File: src/rtl/sflt_pkg.sv
package sflt_pkg;

    // Table size and the widths that follow from it
    localparam int TABLE_DEPTH = 256;
    localparam int IDX_W       = $clog2(TABLE_DEPTH);
    localparam int CNT_W       = $clog2(TABLE_DEPTH + 1);

    // Fixed field widths
    localparam int STEP_W = 16;
    localparam int TIME_W = 32;
    localparam int PAY_W  = 16;
    localparam int KEY_W  = 32;
    localparam int OIDX_W = 8;
    localparam int OCNT_W = 9;

    typedef enum logic [1:0] {
        ACT_INSERT      = 2'd0,
        ACT_STEP_LOOKUP = 2'd1,
        ACT_TIME_LOOKUP = 2'd2,
        ACT_READ_INDEX  = 2'd3
    } action_t;

    typedef enum logic [1:0] {
        ST_OK           = 2'd0,
        ST_BEFORE_FIRST = 2'd1,
        ST_FULL         = 2'd2,
        ST_RANGE        = 2'd3
    } status_t;

    typedef enum logic [2:0] {
        S_IDLE,
        S_SCAN,
        S_COMMIT,
        S_FETCH,
        S_RESULT
    } state_t;

    // One table entry as it travels along the ring
    typedef struct packed {
        logic [STEP_W-1:0] step;
        logic [TIME_W-1:0] stamp;
        logic [PAY_W-1:0]  handle;
    } entry_t;

    // Ring control from the sequencer to the cells
    typedef struct packed {
        logic   shift;
        entry_t inject;
    } ring_ctl_t;

endpackage

File: src/rtl/sflt_cell.sv
module sflt_cell
    import sflt_pkg::*;
(
    input  logic   clk,
    input  logic   shift,
    input  entry_t entry_in,
    output entry_t entry_q
);

    entry_t entry_reg;

    // Take the neighbor's entry on every ring step
    always_ff @(posedge clk)
    begin
        if (shift)
        begin
            entry_reg <= entry_in;
        end
    end

    assign entry_q = entry_reg;

endmodule

File: config.mk
export PLATFORM = sky130hd
export DESIGN_NAME = sflt_cell
export DESIGN_NICKNAME = d
export VERILOG_FILES = /design/src/rtl/sflt_pkg.sv /design/src/rtl/sflt_cell.sv
export SDC_FILE = /design/constraint.sdc
export NUM_CORES = 1
export LEC_CHECK = 0
export BUFFER_PORTS_ARGS = -buffer_cell sky130_fd_sc_hd__buf_2
export CAP_MARGIN = 5
export CORE_MARGIN = 10
export CORE_UTILIZATION = 36
export DETAILED_ROUTE_END_ITERATION = 8
export HOLD_SLACK_MARGIN = 0.02
export MAX_ROUTING_LAYER = met4
export PLACE_DENSITY = 0.81
export REMOVE_ABC_BUFFERS = 1
export SKIP_LAST_GASP = 1
export SLEW_MARGIN = 20
export SYNTH_ARGS = -nofsm -noshare
export SYNTH_HDL_FRONTEND = slang
export SYNTH_SLANG_ARGS = --single-unit
export TNS_END_PERCENT = 100
File: constraint.sdc
create_clock -name clk -period 0.8 [get_ports clk]
set_input_delay 0.12 -clock clk [delete_from_list [all_inputs] [get_ports clk]]
set_output_delay 0.12 -clock clk [all_outputs]
set_load 0.01 [all_outputs]
# Yosys cells after proc, flatten, opt, wreduce, memory -nomap -nowiden
# Index checks and enable logic that the tools add are counted.
# word_totals
input_bits,66
register_bits,64
elab_cells,3

# Depth between registers and ports, before layout
# Gate-level depths: netlist (run 1).
# depth
ltp_word,0
ltp_mapped,0
depth_no_buf,0

# Worst setup path before layout (run 1)
# OpenSTA, ideal clock, no wires.
# synth_timing
path_type,reg-to-output
start,"register entry_reg, in the netlist entry_q[0]"
end,output port entry_q[0] in the netlist's numbering
t_required_ns,0.680
n_path_buf,0
stages_incl_launch_ff,1
setup_slack_ns,0.286
t_arrival_ns,0.394
cell_sequence,edfxtp_1
# synth_lines
element,line,rtl
"start, declared",sflt_cell.sv:10,entry_t entry_reg;
"start signal, assigned",sflt_cell.sv:17,entry_reg <= entry_in;
"end, declared",sflt_cell.sv:7,output entry_t entry_q
# No word-level cell between the ends.

# Worst setup path after layout (run 1)
# layout_timing
start,"register entry_reg, in the netlist entry_q[24]"
end,output port entry_q[24] in the netlist's numbering
# No word-level cell between the ends.

==> reports/metrics.csv, run 1 <==
metric,value,unit
fin nets,337,
largest net degree at the start of global routing,29,
CP bufs+invs,1,
WP data arrival,870,ps
violated checks,setup timing,
delay of the slowest critical-path stage,390,ps
"Core Util, Final",67.8,%
Die ar.,8660,um2
Combinational Power Share,13.0,%
Final min period,989,ps
Worst EP required,680,ps
Sw Share,21.3,%
Synth Area in Compound Gates,0,%
clk root buf,clkbuf_8,
f_max,1010,MHz
share of synthesized registers carrying an async set or reset,0,%
fraction of layout cells with a size suffix above 1,52.0,%
post-synthesis sequential area ratio,100,%
Max Slew Vio Count,0,
critical path cell sequence,buf_2,
GRT Residual Overflow,0,
final wirelength,5990,um
WL per Instance,17.5,um
pre-CTS setup slack,-17.8,ps
vias in the first global route,1638,
deepest clock path buffer count,2,
Ys Warns,0,
status,"finished, violations left",
Vias,1403,
Setup CP Type,reg -> out,
most common cell in the netlist,edfxtp_1,
clk sinks,64,
#FFs+latches synth,64,
syn_area_per_cell,30.0,um2
# rows,26,
Vias/cell,4.09,
CTS tree,built,
startpoint types,flip-flop,
Post-DRT Antenna Nets,0,
Worst path depth,1,
detailed-route DRC error count,0,
Pint,5.53,mW
"Hold Vio Cnt, Final",0,
sequential share of power,57.6,%
Cells after DPL,266,
I/O pins,130,
Initial DRC Count,55,
Synth top area share,100,%
Area contributors post-synth,edfxtp_1 (100%),
gpl congestion,0.717,
Die Ht,93.1,um
CP max stage cell,edfxtp_1,
Fillers,394,
Max-slew headroom,89.6,%
Power per Cell Area,2020,nW/um2
Slew @ Worst Pin,157,ps
IO buf count,129,
Hold Path Sink,entry_q[22],
Crit Path Max Fanout,1,
xor/xnor share of the synthesized area,0,%
Syn-to-layout area delta,81.2,%
commonest cells in the netlist,edfxtp_1 (64),
"IR drop worst, VDD",1.58,mV
chip width,93.1,um
Largest register FFs,64,
effective utilization at floorplan,37.4,%
multi-input gates,0,
"area leader, netlist",edfxtp_1,
final worst slack,-189,ps
Layout Cells excl Fill,343,
number of antenna violations at the first check in global routing,0,
cell family with most CP delay,flip-flops,
hold path cells,1,
Post-synth EDFFs,64,
sw power,1.50,mW
Cells after Synth,64,
element type at the critical path end,primary output,
clk slew on worst S/H paths,60,ps
RSZ-0062 raised after global routing,yes,
n_diodes,0,
clock power share,29.5,%
first-pass GRT wire length,8800,um
Cell variety after synth,1,
Synth Flop Type,edfxtp_1,
hold path start,shift,
Synth Area in Adders,0,%
Multi-input gate area,0,um2
Tcrit/Tclk final,124,%
htree depth,3,
max_cap viols,0,
GRT Resource Usage Total,14.2,%
Final setup viols,64,
core area,5140,um2
worst hold path type,in -> reg,
post-synthesis mux area share,0,%
simple-gate share of the synthesized area,0,%
Static Leak,1.50,nW
total CTS buffers,9,
Pre-Repair DR Iteration Count,4,
area of the mapped netlist,1920,um2
-- placed cells by master (no fill, tap or decap) --
cell type,count
dlygate4sd3_1,64
buf_4,1
buf_12,2
clkbuf_1,1
buf_2,129
clkbuf_8,9
clkinv_1,2
edfxtp_1,64
clkinv_2,1
-- stage by stage --
stage | total power [mW] | instance area, um2 | setup TNS [ps] | hold slack [ps]
final | 7.03 | 3480 | -9210 | 122
after global routing | 7.36 | 3480 | -12280 | 109
after CTS | 7.11 | 3480 | -10330 | 104
after detailed placement | 4.78 | 2700 | -879 | 298
after global placement | 4.76 | 2700 | 0 | 297
after floorplan | 4.27 | 1920 | 0 | 219
-- what timing repair did --
item                                   4_1_cts  5_1_grt
setup endpoints to repair                   64       64
resized for setup                            0        0
buffers inserted                             0        0
endpoints found under the hold margin       64        0
hold buffers                                64        0
-- layer usage --
metal / wire, um / GRT usage [%]
met1: 2220 / 13.4
met2: 3240 / 25.1
met3: 488 / 5.76
met4: 34 / 5.78
met5: 0 / -
-- layout make-up --
| cell class | count | area [um2] | share of cell area (%) |
|---|---|---|---|
| Sequential cell | 64 | 1920 | 55.2 |
| Timing Repair Buffer | 196 | 1330 | 38.3 |
| Clock buffer | 10 | 128 | 3.66 |
| Tap cell | 70 | 87.6 | 2.51 |
| Clock inverter | 3 | 12.5 | 0.359 |
-- power groups by stage --
stage          combinational, mW  clock (mW)  sequential (mW)
2_1_floorplan                  0           0             4.27
3_3_place_gp               0.656           0             4.10
3_5_place_dp               0.672           0             4.11
4_1_cts                    0.918        2.15             4.04
5_1_grt                    0.984        2.31             4.07
6_report                   0.911        2.07             4.05
-- cells by family after synthesis --
kind of cell  count (synthesis)
flip-flops                   64
-- worst max path at each step --
stage	to	slack (ps)	startpoint
floorplan	entry_q[0]	290	entry_q[0]
global placement	entry_q[63]	6	shift
detailed placement	entry_q[46]	-20	shift
CTS	entry_q[9]	-180	entry_q[9]
global route	entry_q[24]	-240	entry_q[24]
finish	entry_q[24]	-190	entry_q[24]
(Power assumes the default switching activity.)
==> run 2: changes to the inputs <==
--- a/config.mk
+++ b/config.mk
@@ -7,7 +7,7 @@
 export LEC_CHECK = 0
 export BUFFER_PORTS_ARGS = -buffer_cell sky130_fd_sc_hd__buf_2
 export CAP_MARGIN = 5
-export CORE_MARGIN = 10
+export CORE_MARGIN = 2
 export CORE_UTILIZATION = 36
 export DETAILED_ROUTE_END_ITERATION = 8
 export HOLD_SLACK_MARGIN = 0.02
==> constraint.sdc (replaced) <==
create_clock -name clk -period 0.9 [get_ports clk]
set_input_delay 0.135 -clock clk [delete_from_list [all_inputs] [get_ports clk]]
set_output_delay 0.135 -clock clk [all_outputs]
set_load 0.01 [all_outputs]
==> reports/metrics.csv, run 2 (synthesis results as in run 1) <==
metric,value,unit,change
status,"finished, violations left",,unchanged
violated checks,setup timing,,unchanged
final worst slack,-127,ps,was -189 ps
clk sinks,64,,unchanged
Largest register FFs,64,,unchanged
number of antenna violations at the first check in global routing,0,,unchanged
detailed-route DRC error count,0,,unchanged
deepest clock path buffer count,2,,unchanged
"most common cell after layout, fill and taps aside",buf_2,,unchanged
Pre-Repair DR Iteration Count,5,,was 4
f_max,974,MHz,
largest net degree at the start of global routing,27,,was 29
first-pass GRT wire length,8020,um,was 8800 um
CP max stage cell,edfxtp_1,,unchanged
GRT Resource Usage Total,19.3,%,was 14.2%
Final min period,1030,ps,
WL per Instance,14.8,um,was 17.5 um
# rows,26,,unchanged
"commonest cells after routing, fill and taps aside","buf_2 (129), edfxtp_1 (64), dlygate4sd3_1 (64)",,unchanged
setup TNS,-4630,ps,was -9210 ps
Crit Path Max Fanout,1,,unchanged
startpoint types,flip-flop,,unchanged
Die Ht,77.1,um,was 93.1 um
HPWL Detailed,2920,um,
final wirelength,5160,um,was 5990 um
gpl congestion,0.676,,was 0.717
GRT Residual Overflow,0,,unchanged
CTS tree,built,,unchanged
pre-CTS setup slack,79.3,ps,was -17.8 ps
Post-DRT Antenna Nets,0,,unchanged
Max-slew headroom,89.2,%,was 89.6%
Vias/cell,4.16,,was 4.09
Cells after DPL,267,,was 266
Static Leak,1.54,nW,was 1.50 nW
"Hold Vio Cnt, Final",0,,unchanged
chip width,77.1,um,was 93.1 um
Syn-to-layout area delta,85.9,%,was 81.2%
vias in the first global route,1636,,was 1638
element type at the critical path end,primary output,,unchanged
effective utilization at floorplan,37.4,%,unchanged
I/O pins,130,,unchanged
core area,5140,um2,unchanged
critical path cell sequence,buf_2,,unchanged
DP Area,2710,um2,was 2700 um2
Vias,1446,,was 1403
WP data arrival,890,ps,was 870 ps
met3 GRT Util,4.94,%,was 5.76%
busiest grt layer,met2,,unchanged
clk slew on worst S/H paths,80,ps,was 60 ps
worst hold path type,in -> reg,,unchanged
Tcrit/Tclk final,114,%,
Worst EP required,760,ps,was 680 ps
Power per Cell Area,1980,nW/um2,was 2020 nW/um2
Layout Cells excl Fill,348,,was 343
htree depth,3,,unchanged
Die ar.,5940,um2,was 8660 um2
CP bufs+invs,1,,unchanged
"Design Area, Final",3570,um2,was 3480 um2
GR Util met1,19.6,%,was 13.4%
max_cap viols,0,,unchanged
IO buf count,129,,unchanged
fraction of layout cells with a size suffix above 1,53.8,%,was 52.0%
Multi-input gate area,0,um2,unchanged
register area,1920,um2,unchanged
Setup CP Type,reg -> out,,unchanged
clk root buf,clkbuf_8,,unchanged
cell family with most CP delay,flip-flops,,unchanged
Resized Gates After CTS,0,,unchanged
"IR drop worst, VDD",1.73,mV,was 1.58 mV
total CTS buffers,9,,unchanged
multi-input gates,0,,unchanged
fin nets,338,,was 337
Post-CTS Repair Setup Buffers,0,,unchanged
Slew @ Worst Pin,162,ps,was 157 ps
Max Slew Vio Count,0,,unchanged
met2 global-route usage,34.3,%,was 25.1%
RSZ-0062 raised after global routing,yes,,unchanged
Initial DRC Count,72,,was 55
Fillers,352,,was 394
delay of the slowest critical-path stage,400,ps,was 390 ps
"Power, Total",7.07,mW,was 7.03 mW
Final setup viols,64,,unchanged
==> run 2: final timing paths <==
check / start / to / cells past startpoint
worst max-delay path: entry_q[25] / entry_q[25] / 1
worst min-delay path: shift / entry_q[21] / 2
==> run 2: where the power goes <==
| group | switching [mW] | leakage [nW] | internal [mW] |
|---|---|---|---|
| Clock | 1.11 | 0.110 | 1.56 |
| Combinational | 0.350 | 0.803 | 0.448 |
| Sequential | 0.0602 | 0.626 | 3.54 |
==> run 2: layer usage <==
| metal | share of wire [%] | wire length [um] | vias to the layer above |
|---|---|---|---|
| li1 | - | - | 679 |
| met1 | 36 | 1860 | 680 |
| met2 | 56 | 2910 | 78 |
| met3 | 5.4 | 279 | 9 |
| met4 | 2.0 | 104 | 0 |
| met5 | 0 | 0 | - |
==> run 2: what timing repair did <==
action / in CTS / in global routing
endpoints found under the setup margin: 64 / 64
endpoints found under the hold margin: 64 / 0
hold buffers: 64 / 0
==> run 2: through the flow <==
| step | hold WS, ps | utilization, % |
|---|---|---|
| after global placement | 311 | 52.7 |
| after global routing | 295 | 69.4 |
| final | 300 | 69.5 |
| after CTS | 278 | 69.4 |
| after floorplan | 234 | - |
| after detailed placement | 313 | 52.7 |
==> run 2: area by class of cell <==
cell class / instances / area share, %
tap: 70 / 2.45
clock inverter: 7 / 2.66
sequential: 64 / 53.8
timing repair buffer: 197 / 37.5
antenna: 1 / 0.0701
clock buffer: 9 / 3.47
==> run 3: changes to the inputs <==
--- a/config.mk
+++ b/config.mk
@@ -7,9 +7,11 @@
 export LEC_CHECK = 0
 export BUFFER_PORTS_ARGS = -buffer_cell sky130_fd_sc_hd__buf_2
 export CAP_MARGIN = 5
+export CORE_ASPECT_RATIO = 1.25
 export CORE_MARGIN = 2
 export CORE_UTILIZATION = 36
 export DETAILED_ROUTE_END_ITERATION = 8
+export GPL_TIMING_DRIVEN = 0
 export HOLD_SLACK_MARGIN = 0.02
 export MAX_ROUTING_LAYER = met4
 export PLACE_DENSITY = 0.81
==> reports/metrics.csv, run 3 (synthesis results as in run 1) <==
metric,value,unit,change
Largest register FFs,64,,unchanged
total CTS buffers,9,,unchanged
multi-input gates,0,,unchanged
final wirelength,4630,um,was 5160 um
status,"finished, violations left",,unchanged
Syn-to-layout area delta,81.5,%,was 85.9%
GRT Resource Usage Total,16.7,%,was 19.3%
hold path cells,1,,was 2
Final setup viols,64,,unchanged
Multi-input gate area,0,um2,unchanged
WP data arrival,870,ps,was 890 ps
Setup CP Type,reg -> out,,unchanged
GRT Residual Overflow,0,,unchanged
largest net degree at the start of global routing,65,,was 27
number of antenna violations at the first check in global routing,0,,unchanged
Max Slew Vio Count,0,,unchanged
Final min period,1010,ps,was 1030 ps
cell family with most CP delay,flip-flops,,unchanged
pre-CTS setup slack,-255,ps,was 79.3 ps
Tcrit/Tclk final,112,%,was 114%
Post-DRT Antenna Nets,0,,unchanged
Crit Path Max Fanout,1,,unchanged
I/O pins,130,,unchanged
metal2 WL,2280,um,was 2910 um
f_max,993,MHz,was 974 MHz
Hold WS,423,ps,was 300 ps
max_cap viols,0,,unchanged
worst hold path type,in -> reg,,unchanged
first-pass GRT wire length,7120,um,was 8020 um
highest routed layer,met4,,unchanged
Hold Path Sink,entry_q[34],,was entry_q[21]
WL per Instance,13.9,um,was 14.8 um
met1 WL,1850,um,was 1860 um
Vias,1405,,was 1446
Die Ht,85.7,um,was 77.1 um
chip width,69.4,um,was 77.1 um
Initial DRC Count,122,,was 72
"IR drop worst, VDD",1.58,mV,was 1.73 mV
startpoint types,flip-flop,,unchanged
IO buf count,129,,unchanged
clk root buf,clkbuf_8,,unchanged
htree depth,3,,unchanged
effective utilization at floorplan,37.6,%,was 37.4%
Slew @ Worst Pin,781,ps,was 162 ps
vias in the first global route,1565,,was 1636
detailed-route DRC error count,0,,unchanged
fin nets,334,,was 338
Static Leak,1.50,nW,was 1.54 nW
Pre-Repair DR Iteration Count,4,,was 5
Vias/cell,4.21,,was 4.16
fraction of layout cells with a size suffix above 1,51.8,%,was 53.8%
Max-slew headroom,47.9,%,was 89.2%
Die ar.,5940,um2,about the same
"most common cell after layout, fill and taps aside",buf_2,,unchanged
clk sinks,64,,unchanged
"commonest cells after routing, fill and taps aside","buf_2 (128), edfxtp_1 (64), dlygate4sd3_1 (64)",,"was buf_2 (129), edfxtp_1 (64), dlygate4sd3_1 (64)"
n_diodes,0,,was 1
critical path cell sequence,buf_2,,unchanged
core area,5120,um2,was 5140 um2
Power per Cell Area,1960,nW/um2,was 1980 nW/um2
delay of the slowest critical-path stage,400,ps,about the same
clk slew on worst S/H paths,70,ps,was 80 ps
gpl congestion,0.686,,was 0.676
RSZ-0062 raised after global routing,yes,,unchanged
final worst slack,-107,ps,was -127 ps
"Hold Vio Cnt, Final",0,,unchanged
element type at the critical path end,primary output,,unchanged
violated checks,setup timing,,unchanged
CP bufs+invs,1,,unchanged
hold path start,shift,,unchanged
met3 wire len,427,um,was 279 um
deepest clock path buffer count,2,,unchanged
CTS tree,built,,unchanged
CP max stage cell,edfxtp_1,,unchanged
# rows,29,,was 26
Worst EP required,760,ps,about the same
## run 3: power by group
group / internal [mW] / leakage (nW) / switching, mW
Combinational: 0.426 / 0.776 / 0.335
Clock: 1.52 / 0.101 / 0.961
Sequential: 3.54 / 0.626 / 0.0549
Total: 5.49 / 1.50 / 1.35
## run 3: worst max path at each step
| stage | from | to | slack (ps) | cells past startpoint |
|---|---|---|---|---|
| after floorplan | entry_q[0] | entry_q[0] | 370 | 0 |
| after global placement | shift | entry_q[21] | -600 | 1 |
| after detailed placement | shift | entry_q[26] | -260 | 1 |
| after CTS | entry_q[13] | entry_q[13] | -120 | 1 |
| after global routing | entry_q[26] | entry_q[26] | -150 | 1 |
| final | entry_q[26] | entry_q[26] | -110 | 1 |
## run 3: routing by layer
layer,GRT usage [%],up-vias
met5,-,-
met4,8.56,0
met3,5.29,5
met2,27.5,93
met1,18.2,640
li1,-,667
## run 3: area by class of cell
| type | count | area [um2] |
|---|---|---|
| Sequential cell | 64 | 1920 |
| Fill cell | 347 | 1630 |
| Timing Repair Buffer | 193 | 1290 |
| Clock buffer | 10 | 128 |
| Tap cell | 62 | 77.6 |
| Clock inverter | 5 | 72.6 |
## run 3: through the flow
stage          setup TNS [ps]  util [%]  total power, mW  std cells  instance area [um2]
2_1_floorplan               0         -             3.80         64                 1920
3_3_place_gp           -38280      51.7             4.17        255                 2650
3_5_place_dp           -16090      51.7             4.20        255                 2650
4_1_cts                 -5630      68.2             6.93        334                 3490
5_1_grt                 -6290      68.2             7.10        334                 3490
6_report                -3690      68.2             6.84        334                 3490
## run 3: timing repair
item | CTS | global route
resized for setup | 0 | 0
setup endpoints to repair | 64 | 64
hold buffers | 64 | 0
setup buffers | 0 | 0
endpoints found under the hold margin | 64 | 0
