$ cat src/rtl/sflt_pkg.sv
package sflt_pkg;

    // Table size and the widths that follow from it
    localparam int TABLE_DEPTH = 256;
    localparam int IDX_W       = $clog2(TABLE_DEPTH);
    localparam int CNT_W       = $clog2(TABLE_DEPTH + 1);

    // Fixed field widths
    localparam int STEP_W = 16;
    localparam int TIME_W = 32;
    localparam int PAY_W  = 16;
    localparam int KEY_W  = 32;
    localparam int OIDX_W = 8;
    localparam int OCNT_W = 9;

    typedef enum logic [1:0] {
        ACT_INSERT      = 2'd0,
        ACT_STEP_LOOKUP = 2'd1,
        ACT_TIME_LOOKUP = 2'd2,
        ACT_READ_INDEX  = 2'd3
    } action_t;

    typedef enum logic [1:0] {
        ST_OK           = 2'd0,
        ST_BEFORE_FIRST = 2'd1,
        ST_FULL         = 2'd2,
        ST_RANGE        = 2'd3
    } status_t;

    typedef enum logic [2:0] {
        S_IDLE,
        S_SCAN,
        S_COMMIT,
        S_FETCH,
        S_RESULT
    } state_t;

    // One table entry as it travels along the ring
    typedef struct packed {
        logic [STEP_W-1:0] step;
        logic [TIME_W-1:0] stamp;
        logic [PAY_W-1:0]  handle;
    } entry_t;

    // Ring control from the sequencer to the cells
    typedef struct packed {
        logic   shift;
        entry_t inject;
    } ring_ctl_t;

endpackage

$ cat src/rtl/sflt_ctrl.sv
module sflt_ctrl
    import sflt_pkg::*;
(
    input  logic              clk,
    input  logic              rst_n,
    input  logic              in_valid,
    output logic              in_stall,
    input  logic [1:0]        action,
    input  logic [STEP_W-1:0] step_num,
    input  logic [TIME_W-1:0] time_sec,
    input  logic [PAY_W-1:0]  payload_handle,
    input  logic [7:0]        entry_index,
    output logic              out_valid,
    input  logic              out_stall,
    output logic [1:0]        status,
    output logic [OIDX_W-1:0] found_index,
    output logic [STEP_W-1:0] step_out,
    output logic [TIME_W-1:0] time_out,
    output logic [PAY_W-1:0]  payload_out,
    output logic              replaced,
    output logic [OCNT_W-1:0] entry_count,
    input  entry_t            head,
    output ring_ctl_t         ring
);

    state_t state_reg, state_next;

    action_t            op_reg;
    entry_t             new_reg;
    logic [KEY_W-1:0]   key_reg;
    logic [IDX_W-1:0]   k_reg;
    logic [CNT_W-1:0]   count_reg;
    logic [STEP_W-1:0]  least_step_reg, greatest_step_reg;
    logic [TIME_W-1:0]  least_time_reg, greatest_time_reg;
    logic               found_reg, reject_reg, rep_reg, shifting_reg;
    logic [IDX_W-1:0]   pos_reg;
    entry_t             carry_reg;
    logic [CNT_W-1:0]   hits_reg;
    logic [IDX_W-1:0]   target_reg;
    status_t            res_status_reg;
    logic [IDX_W-1:0]   res_index_reg;
    entry_t             res_entry_reg;
    logic               res_rep_reg;

    logic               out_valid_reg;
    status_t            out_status_reg;
    logic [OIDX_W-1:0]  out_index_reg;
    entry_t             out_entry_reg;
    logic               out_rep_reg;
    logic [OCNT_W-1:0]  out_count_reg;

    action_t            in_act;
    logic [KEY_W-1:0]   in_key, in_lo, in_hi;
    logic               early_err, at_top, idx_bad;
    status_t            in_status;
    logic [IDX_W-1:0]   in_target;
    logic [CNT_W-1:0]   k_ext;
    logic               k_live, at_end, last, full, out_free, accept, load_out;
    logic               ev_rep, ev_reject, ev_open, ev_append, ev_close, hit;
    logic [KEY_W-1:0]   head_val;
    entry_t             inject;

    // Decode the arriving item
    always_comb
    begin
        in_act    = action_t'(action);
        in_key    = (in_act == ACT_STEP_LOOKUP) ? KEY_W'(step_num) : time_sec;
        in_lo     = (in_act == ACT_STEP_LOOKUP) ? KEY_W'(least_step_reg) : least_time_reg;
        in_hi     = (in_act == ACT_STEP_LOOKUP) ? KEY_W'(greatest_step_reg) : greatest_time_reg;
        early_err = (count_reg == '0) || (in_key < in_lo);
        at_top    = (in_key >= in_hi);
        idx_bad   = (32'(entry_index) >= 32'(count_reg));
        in_status = ST_OK;
        in_target = IDX_W'(count_reg - CNT_W'(1));
        unique case (in_act)
            ACT_STEP_LOOKUP, ACT_TIME_LOOKUP:
            begin
                if (early_err)
                    in_status = ST_BEFORE_FIRST;
            end
            ACT_READ_INDEX:
            begin
                if (idx_bad)
                    in_status = ST_RANGE;
                in_target = IDX_W'(entry_index);
            end
            default:
            begin
            end
        endcase
    end

    assign k_ext    = CNT_W'(k_reg);
    assign k_live   = (k_ext < count_reg);
    assign at_end   = (k_ext == count_reg);
    assign last     = (k_reg == IDX_W'(TABLE_DEPTH - 1));
    assign full     = (count_reg == CNT_W'(TABLE_DEPTH));
    assign out_free = !out_valid_reg || !out_stall;
    assign accept   = (state_reg == S_IDLE) && in_valid;
    assign load_out = (state_reg == S_RESULT) && out_free;
    assign head_val = (op_reg == ACT_STEP_LOOKUP) ? KEY_W'(head.step) : head.stamp;

    // Decide what re-enters the ring while entries pass the head
    always_comb
    begin
        inject    = head;
        ev_rep    = 1'b0;
        ev_reject = 1'b0;
        ev_open   = 1'b0;
        ev_append = 1'b0;
        ev_close  = 1'b0;
        if (state_reg == S_SCAN && op_reg == ACT_INSERT)
        begin
            if (!found_reg)
            begin
                if (k_live && head.step >= new_reg.step)
                begin
                    if (head.step == new_reg.step)
                    begin
                        ev_rep = 1'b1;
                        inject = new_reg;
                    end
                    else if (full)
                    begin
                        ev_reject = 1'b1;
                    end
                    else
                    begin
                        ev_open = 1'b1;
                        inject  = new_reg;
                    end
                end
                else if (at_end)
                begin
                    ev_append = 1'b1;
                    inject    = new_reg;
                end
            end
            else if (shifting_reg && (k_live || at_end))
            begin
                inject   = carry_reg;
                ev_close = at_end;
            end
        end
    end

    assign hit = (state_reg == S_SCAN) && (op_reg != ACT_INSERT) && k_live
                 && (head_val <= key_reg);

    // Next state
    always_comb
    begin
        state_next = state_reg;
        unique case (state_reg)
            S_IDLE:
            begin
                if (in_valid)
                begin
                    unique case (in_act)
                        ACT_INSERT:
                            state_next = S_SCAN;
                        ACT_STEP_LOOKUP, ACT_TIME_LOOKUP:
                            state_next = early_err ? S_RESULT : (at_top ? S_FETCH : S_SCAN);
                        ACT_READ_INDEX:
                            state_next = idx_bad ? S_RESULT : S_FETCH;
                        default:
                            state_next = S_IDLE;
                    endcase
                end
            end
            S_SCAN:
                state_next = last ? S_COMMIT : S_SCAN;
            S_COMMIT:
                state_next = (op_reg == ACT_INSERT) ? S_RESULT : S_FETCH;
            S_FETCH:
                state_next = last ? S_RESULT : S_FETCH;
            S_RESULT:
                state_next = out_free ? S_IDLE : S_RESULT;
            default:
                state_next = S_IDLE;
        endcase
    end

    // Handshake and ring control
    always_comb
    begin
        in_stall     = (state_reg != S_IDLE);
        ring.shift   = (state_reg == S_SCAN) || (state_reg == S_FETCH);
        ring.inject  = inject;
    end

    always_ff @(posedge clk or negedge rst_n)
    begin
        if (!rst_n)
        begin
            state_reg <= S_IDLE;
        end
        else
        begin
            state_reg <= state_next;
        end
    end

    // Table bookkeeping: count, running extremes, ring position and per-item scan flags
    always_ff @(posedge clk or negedge rst_n)
    begin
        if (!rst_n)
        begin
            count_reg         <= '0;
            least_step_reg    <= '0;
            greatest_step_reg <= '0;
            least_time_reg    <= '0;
            greatest_time_reg <= '0;
            k_reg             <= '0;
            found_reg         <= 1'b0;
            reject_reg        <= 1'b0;
            rep_reg           <= 1'b0;
            shifting_reg      <= 1'b0;
            hits_reg          <= '0;
        end
        else
        begin
            if (accept)
            begin
                found_reg    <= 1'b0;
                reject_reg   <= 1'b0;
                rep_reg      <= 1'b0;
                shifting_reg <= 1'b0;
                hits_reg     <= '0;
            end
            // Advance the ring position over one full revolution
            if (ring.shift)
            begin
                k_reg <= last ? '0 : k_reg + IDX_W'(1);
            end
            if (ev_rep)
            begin
                found_reg <= 1'b1;
                rep_reg   <= 1'b1;
            end
            if (ev_reject)
            begin
                found_reg  <= 1'b1;
                reject_reg <= 1'b1;
            end
            if (ev_open)
            begin
                found_reg    <= 1'b1;
                shifting_reg <= 1'b1;
            end
            if (ev_append)
            begin
                found_reg <= 1'b1;
            end
            if (ev_close)
            begin
                shifting_reg <= 1'b0;
            end
            if (hit)
            begin
                hits_reg <= hits_reg + CNT_W'(1);
            end
            // Commit a successful insert
            if (state_reg == S_COMMIT && op_reg == ACT_INSERT && found_reg && !reject_reg)
            begin
                if (!rep_reg)
                begin
                    count_reg <= count_reg + CNT_W'(1);
                end
                if (!rep_reg && count_reg == '0)
                begin
                    least_step_reg    <= new_reg.step;
                    greatest_step_reg <= new_reg.step;
                    least_time_reg    <= new_reg.stamp;
                    greatest_time_reg <= new_reg.stamp;
                end
                else
                begin
                    if (new_reg.step < least_step_reg)
                        least_step_reg <= new_reg.step;
                    if (new_reg.step > greatest_step_reg)
                        greatest_step_reg <= new_reg.step;
                    if (new_reg.stamp < least_time_reg)
                        least_time_reg <= new_reg.stamp;
                    if (new_reg.stamp > greatest_time_reg)
                        greatest_time_reg <= new_reg.stamp;
                end
            end
        end
    end

    // Item operands and the result under construction
    always_ff @(posedge clk)
    begin
        if (accept)
        begin
            op_reg         <= in_act;
            new_reg.step   <= step_num;
            new_reg.stamp  <= time_sec;
            new_reg.handle <= payload_handle;
            key_reg        <= in_key;
            res_status_reg <= in_status;
            res_index_reg  <= '0;
            res_entry_reg  <= '0;
            res_rep_reg    <= 1'b0;
            target_reg     <= in_target;
        end
        if (ev_rep || ev_open || ev_append)
        begin
            pos_reg <= k_reg;
        end
        // Hold the displaced entry one slot behind
        if (ev_open || (state_reg == S_SCAN && op_reg == ACT_INSERT && shifting_reg && k_live))
        begin
            carry_reg <= head;
        end
        if (state_reg == S_COMMIT)
        begin
            if (op_reg == ACT_INSERT)
            begin
                if (!found_reg || reject_reg)
                begin
                    res_status_reg <= ST_FULL;
                end
                else
                begin
                    res_index_reg <= pos_reg;
                    res_entry_reg <= new_reg;
                    res_rep_reg   <= rep_reg;
                end
            end
            else
            begin
                target_reg <= (hits_reg != '0) ? IDX_W'(hits_reg - CNT_W'(1)) : '0;
            end
        end
        // Capture the selected entry as it passes the head
        if (state_reg == S_FETCH && k_reg == target_reg)
        begin
            res_entry_reg <= head;
            res_index_reg <= target_reg;
        end
    end

    // Output register
    always_ff @(posedge clk or negedge rst_n)
    begin
        if (!rst_n)
        begin
            out_valid_reg <= 1'b0;
        end
        else if (load_out)
        begin
            out_valid_reg <= 1'b1;
        end
        else if (!out_stall)
        begin
            out_valid_reg <= 1'b0;
        end
    end

    always_ff @(posedge clk)
    begin
        if (load_out)
        begin
            out_status_reg <= res_status_reg;
            out_index_reg  <= OIDX_W'(res_index_reg);
            out_entry_reg  <= res_entry_reg;
            out_rep_reg    <= res_rep_reg;
            out_count_reg  <= OCNT_W'(count_reg);
        end
    end

    assign out_valid   = out_valid_reg;
    assign status      = out_status_reg;
    assign found_index = out_index_reg;
    assign step_out    = out_entry_reg.step;
    assign time_out    = out_entry_reg.stamp;
    assign payload_out = out_entry_reg.handle;
    assign replaced    = out_rep_reg;
    assign entry_count = out_count_reg;

    // Checks
    a_count_bound: assert property (@(posedge clk) disable iff (!rst_n)
        count_reg <= CNT_W'(TABLE_DEPTH))
        else $error("entry count beyond table depth");

    a_ring_aligned: assert property (@(posedge clk) disable iff (!rst_n)
        state_reg == S_IDLE |-> k_reg == '0)
        else $error("ring not aligned while idle");

    a_count_commit_only: assert property (@(posedge clk) disable iff (!rst_n)
        state_reg != S_COMMIT |=> $stable(count_reg))
        else $error("count changed outside commit");

    a_no_shift_full: assert property (@(posedge clk) disable iff (!rst_n)
        shifting_reg |-> !full)
        else $error("shifting insert on a full table");

    a_error_zeroed: assert property (@(posedge clk) disable iff (!rst_n)
        out_valid_reg && out_status_reg != ST_OK |->
        out_index_reg == '0 && out_entry_reg == '0 && !out_rep_reg)
        else $error("error result carries entry data");

endmodule

$ cat config.mk
export PLATFORM = sky130hd
export DESIGN_NAME = sflt_ctrl
export DESIGN_NICKNAME = d
export VERILOG_FILES = /design/src/rtl/sflt_pkg.sv /design/src/rtl/sflt_ctrl.sv
export SDC_FILE = /design/constraint.sdc
export NUM_CORES = 1
export LEC_CHECK = 0
export BUFFER_PORTS_ARGS = -buffer_cell sky130_fd_sc_hd__buf_2
export CORE_MARGIN = 5
export CORE_UTILIZATION = 30
export DETAILED_ROUTE_END_ITERATION = 6
export SLEW_MARGIN = 20
export SYNTH_ARGS = -nofsm -noshare
export SYNTH_HDL_FRONTEND = slang
export SYNTH_SLANG_ARGS = --single-unit
export TNS_END_PERCENT = 10
$ cat constraint.sdc
create_clock -name clk -period 6.2 [get_ports clk]
set_input_delay 0.93 -clock clk [delete_from_list [all_inputs] [get_ports clk]]
set_output_delay 0.93 -clock clk [all_outputs]
set_load 0.02 [all_outputs]
* Yosys cells after proc, flatten, opt, wreduce, memory -nomap -nowiden
Index checks and enable logic that the tools add are counted.
** Word-level totals
- Bits in registers :: 467
- Bits of input ports :: 142
- Output and inout port bits :: 151
- Logic and storage cells :: 206
** Operators by class
- Add/subtract/negate cells :: 5
- Magnitude comparators :: 10
- Eq/ne operators :: 15
- Muxes and demuxes :: 89
- Bitwise gates (word level) :: 1
- Reduce and logical (&&, ||, !) cells :: 50
** Operator list (number)
- $mux 64 :: 12
- $mux 32 :: 8
- $mux 8 :: 11
- $lt 32x32->1 :: 2
- $mux 16 :: 4
- $mux 1 :: 36
- $ge 32x32->1 :: 1
- $gt 32x32->1 :: 1
- $le 32x32->1 :: 1
- $add 9x1->9 const B :: 2
- $mux 3 :: 6
- $mux 9 :: 2
- $eq 16x16->1 :: 1
- $ge 16x16->1 :: 1
- $gt 16x16->1 :: 1
- $lt 16x16->1 :: 1
- $reduce_bool 2->1 :: 8
- $sub 8x1->8 const B :: 2
- $logic_and 1x1->1 :: 15
- $pmux 3 s5 :: 1
- $mux 2 :: 7
- $reduce_and 2->1 :: 5
- $eq 8x9->1 :: 1
- $eq 9x9->1 const B :: 1
- 24 further kinds :: 40

* Logic depth before layout (Yosys ltp)
- Depth after elaboration :: 10
- Depth in mapped cells :: 14

* Worst setup path after synthesis
Ideal clock, no wire load.
- Path kind :: input port to flip-flop
- Start :: input port out_stall
- End :: register out_count_reg[0], in the netlist entry_count[0], enable pin
- Arrival time :: 5014 ps
- Data required time :: 5646 ps
- Slack :: 631 ps
- Cell stages on the path :: 1
- Path buffers :: 0
- Path through :: a21oi_1
** On the way
- Longest elaborated chain between the ends :: 3
** Ends and longest elaborated chain
- start: declaration :: RTL line sflt_ctrl.sv:14 : input logic out_stall,
- $logic_not 1->1
- $logic_or 1x1->1 :: RTL line sflt_ctrl.sv:98 : assign out_free = !out_valid_reg || !out_stall;
- $logic_and 1x1->1 :: RTL line sflt_ctrl.sv:100 : assign load_out = (state_reg == S_RESULT) && out_free;
- end signal: assignment :: RTL line sflt_ctrl.sv:370 : out_count_reg <= OCNT_W'(count_reg);
- end: declaration :: RTL line sflt_ctrl.sv:50 : logic [OCNT_W-1:0] out_count_reg;
No other way between the ends.
A chain may end at the register's enable or synchronous reset.

==> run_results.csv <==
group,metric,value,unit
layout,register_area,0.0125,mm^2
synth,yosys_warnings,0,
sta,fmax,185,MHz
die,ios,293,
grt,overflow,0,
sta,hold_viol_final,0,
clock_tree,cts-resized-gates,0,
synth,synth-seq-cells,467,
routing,drt_iter0_drc,1739,
layout,layout_commonest_cell,"buf_2",
routing,drc,0,
layout,drive_above_1_share,0.202,
placement,hpwl,61.6,mm
die,die_w,300,um
grt,grt_max_degree,89,
grt,grt_pass1_wl,123,mm
sta,rsz0062_at_grt,"no",
clock_tree,cts.clk_slew.worst_paths,60,ps
clock_tree,cts-root-buf,"clkbuf_16",
routing,ant_nets,0,
die,die_h,300,um
grt,grt_pass1_vias,18900,
clock_tree,cts_sinks,467,
power,powerDensity,296,mW/mm^2
synth,synth_cell_types,69,
hold_path,min_path_type,"primary input to async pin",
placement,portBuffers,292,
layout,mostFrequentLayoutCells,"buf_2, edfxtp_1, ha_1",
clock_tree,cts_buffers,48,
sta,period_needed,5410,ps
placement,dpl_worst_slack,1100,ps
sta,layout_setup_ws,792,ps
sta,worst_pin_slew,1060,ps
routing,first_pass_iters,6,
clock_tree,cts.htree.levels,2,
sta,relSlewSlack,0.293,
synth,synth-edff-count,254,
setup_path,worst_ep_required_time,5270,ps
placement,place_congestion,0.864,
sta,fin_skew,19.2,ps
synth,ys_seq_area_frac,0.497,
layout,num-fill-cells,8355,
grt,use_met2,0.284,
layout,finalNetCount,2958,
layout,syn_to_final_growth,17.6,%
setup_path,crit_arrival,4480,ps
run,drv_cap,0,
routing,num_vias,19400,
synth,synthesis.area,0.0252,mm^2
routing,vias_per_cell,5.23,
die,die-area,0.0900,mm^2
grt,antenna_found_initial,8,
power,power.leakage,12.6,nW
setup_path,critPathMaxFanout,32,
setup_path,path_class,"flop to primary output",
sta,setup_viol,0,
sta,fin_crit_sh,0.872,
die,rows,106,
setup_path,crit_path_end_kind,"primary output",
status,status,"finished clean",
routing,wirelength,83.5,mm
synth,syn_nets,2702,
synth,syn_avg_cell_area,10.8,um^2
die,start_util,0.302,
sta,setup_tns,0,ps
grt,grt.met3_usage,0.0273,
clock_tree,post-cts-setup-buffers,0,
synth,synth-async-reset-ratio,0.278,
power,p_total,0.00878,W
die,coreArea,0.0836,mm^2
clock_tree,clk_path_buf_depth,3,
layout,multi_input_area,0.0117,mm^2
power,ir_drop,210,uV
grt,track_usage,0.179,
clock_tree,postCtsHoldBufs,0,
synth,ys.flop_type,"edfxtp_1",
clock_tree,insertion_delay,590,ps
sta,drv_slew,0,
synth,syn_inst,2331,
setup_path,cp-start-kind,"flop",
clock_tree,cts_tree,"built",
routing,routedWlPerCell,22.5,um
grt,grt_busiest_layer,"met2",
grt,use_met1,0.255,
[kinds of logic after synthesis]
kind of cell / count (synthesis) / share of synthesized area
compound gates: 503 / 0.130
xor+xnor: 32 / 0.0111
fa+ha+maj: 229 / 0.114
buf+inv: 287 / 0.0444
flops: 467 / 0.497
mux: 166 / 0.0751
simple gates: 647 / 0.129
[area by class of cell]
type                            instances  share of cell area
Antenna cell                            1           0.0000844
Clock buffer                           57              0.0434
Clock inverter                         31              0.0140
Inverter                              174              0.0221
Multi-Input combinational cell       1577               0.393
Sequential cell                       467               0.423
Tap cell                             1080              0.0456
Timing Repair Buffer                  319              0.0583
[final timing paths]
check	to	depth (start not counted)	slack, ps	startpoint
setup / recovery	ring[40]	13	790	new_reg[63]$_DFFE_PP_
hold / removal	count_reg[5]$_DFFE_PN0P_	1	420	rst_n
setup reg to reg	hits_reg[6]$_DFFE_PN0P_	11	1970	op_reg[1]$_DFFE_PP_
hold reg to reg	payload_out[3]$_DFFE_PP_	0	420	res_entry_reg[3]$_DFF_P_
max in group asynchronous	greatest_time_reg[17]$_DFFE_PN0P_	2	4480	rst_n
min in group clk	payload_out[3]$_DFFE_PP_	0	420	res_entry_reg[3]$_DFF_P_
[metrics by stage]
step                      hold slack (ps)  std cells  cell area, um^2  utilization
after detailed placement              406       3617            27900        0.334
after global routing                  431       3705            29600        0.355
after global placement                402       3616            27900        0.334
final                                 422       3706            29600        0.355
after CTS                             421       3705            29600        0.355
after floorplan                       400       2331            25200            -
[power by group]
group	internal (W)	total (W)	switching [W]
Sequential	0.00356	0.00385	0.000282
Clock	0.00190	0.00317	0.00127
Combinational	0.000618	0.00176	0.00115
[critical path, cell delays in order, from the launching register on]
cell	delay, ps
edfxtp_1	580
inv_1	170
ha_1	350
nand4_1	230
nor4_1	400
o31a_1	230
o31ai_1	80
a22oi_1	400
nand2_1	150
inv_2	540
buf_12	280
and2_1	160
a221o_1	100
buf_2	160
[Yosys cell counts, types with 13 or more instances]
master / instances / area, um^2
and3_1: 68 / 425
mux2i_1: 71 / 711
o22ai_1: 25 / 156
o21ai_0: 78 / 390
clkbuf_1: 94 / 353
inv_1: 171 / 642
a21oi_1: 196 / 981
ha_1: 229 / 2870
nor2b_1: 47 / 294
mux2_2: 65 / 732
dfxtp_1: 83 / 1660
mux2_4: 30 / 450
a31oi_1: 18 / 113
and2_1: 46 / 288
xnor2_1: 27 / 236
o221a_2: 13 / 146
a22oi_1: 23 / 173
dfrtp_1: 130 / 3250
a221o_1: 49 / 490
a21o_1: 24 / 180
nor2_1: 126 / 473
edfxtp_1: 254 / 7630
nand2_1: 175 / 657
nand4_1: 36 / 225
nor3_1: 15 / 75.1
nand3_1: 53 / 265
nand2b_1: 43 / 269
[layer usage]
| layer | share of wire | up-vias | routed length [um] |
|---|---|---|---|
| met5 | 0.00090 | - | 75 |
| met4 | 0.033 | 12 | 2720 |
| met3 | 0.064 | 154 | 5310 |
| met2 | 0.45 | 673 | 37200 |
| met1 | 0.46 | 9491 | 38200 |
| li1 | - | 9053 | - |
(Power assumes the default switching activity.)
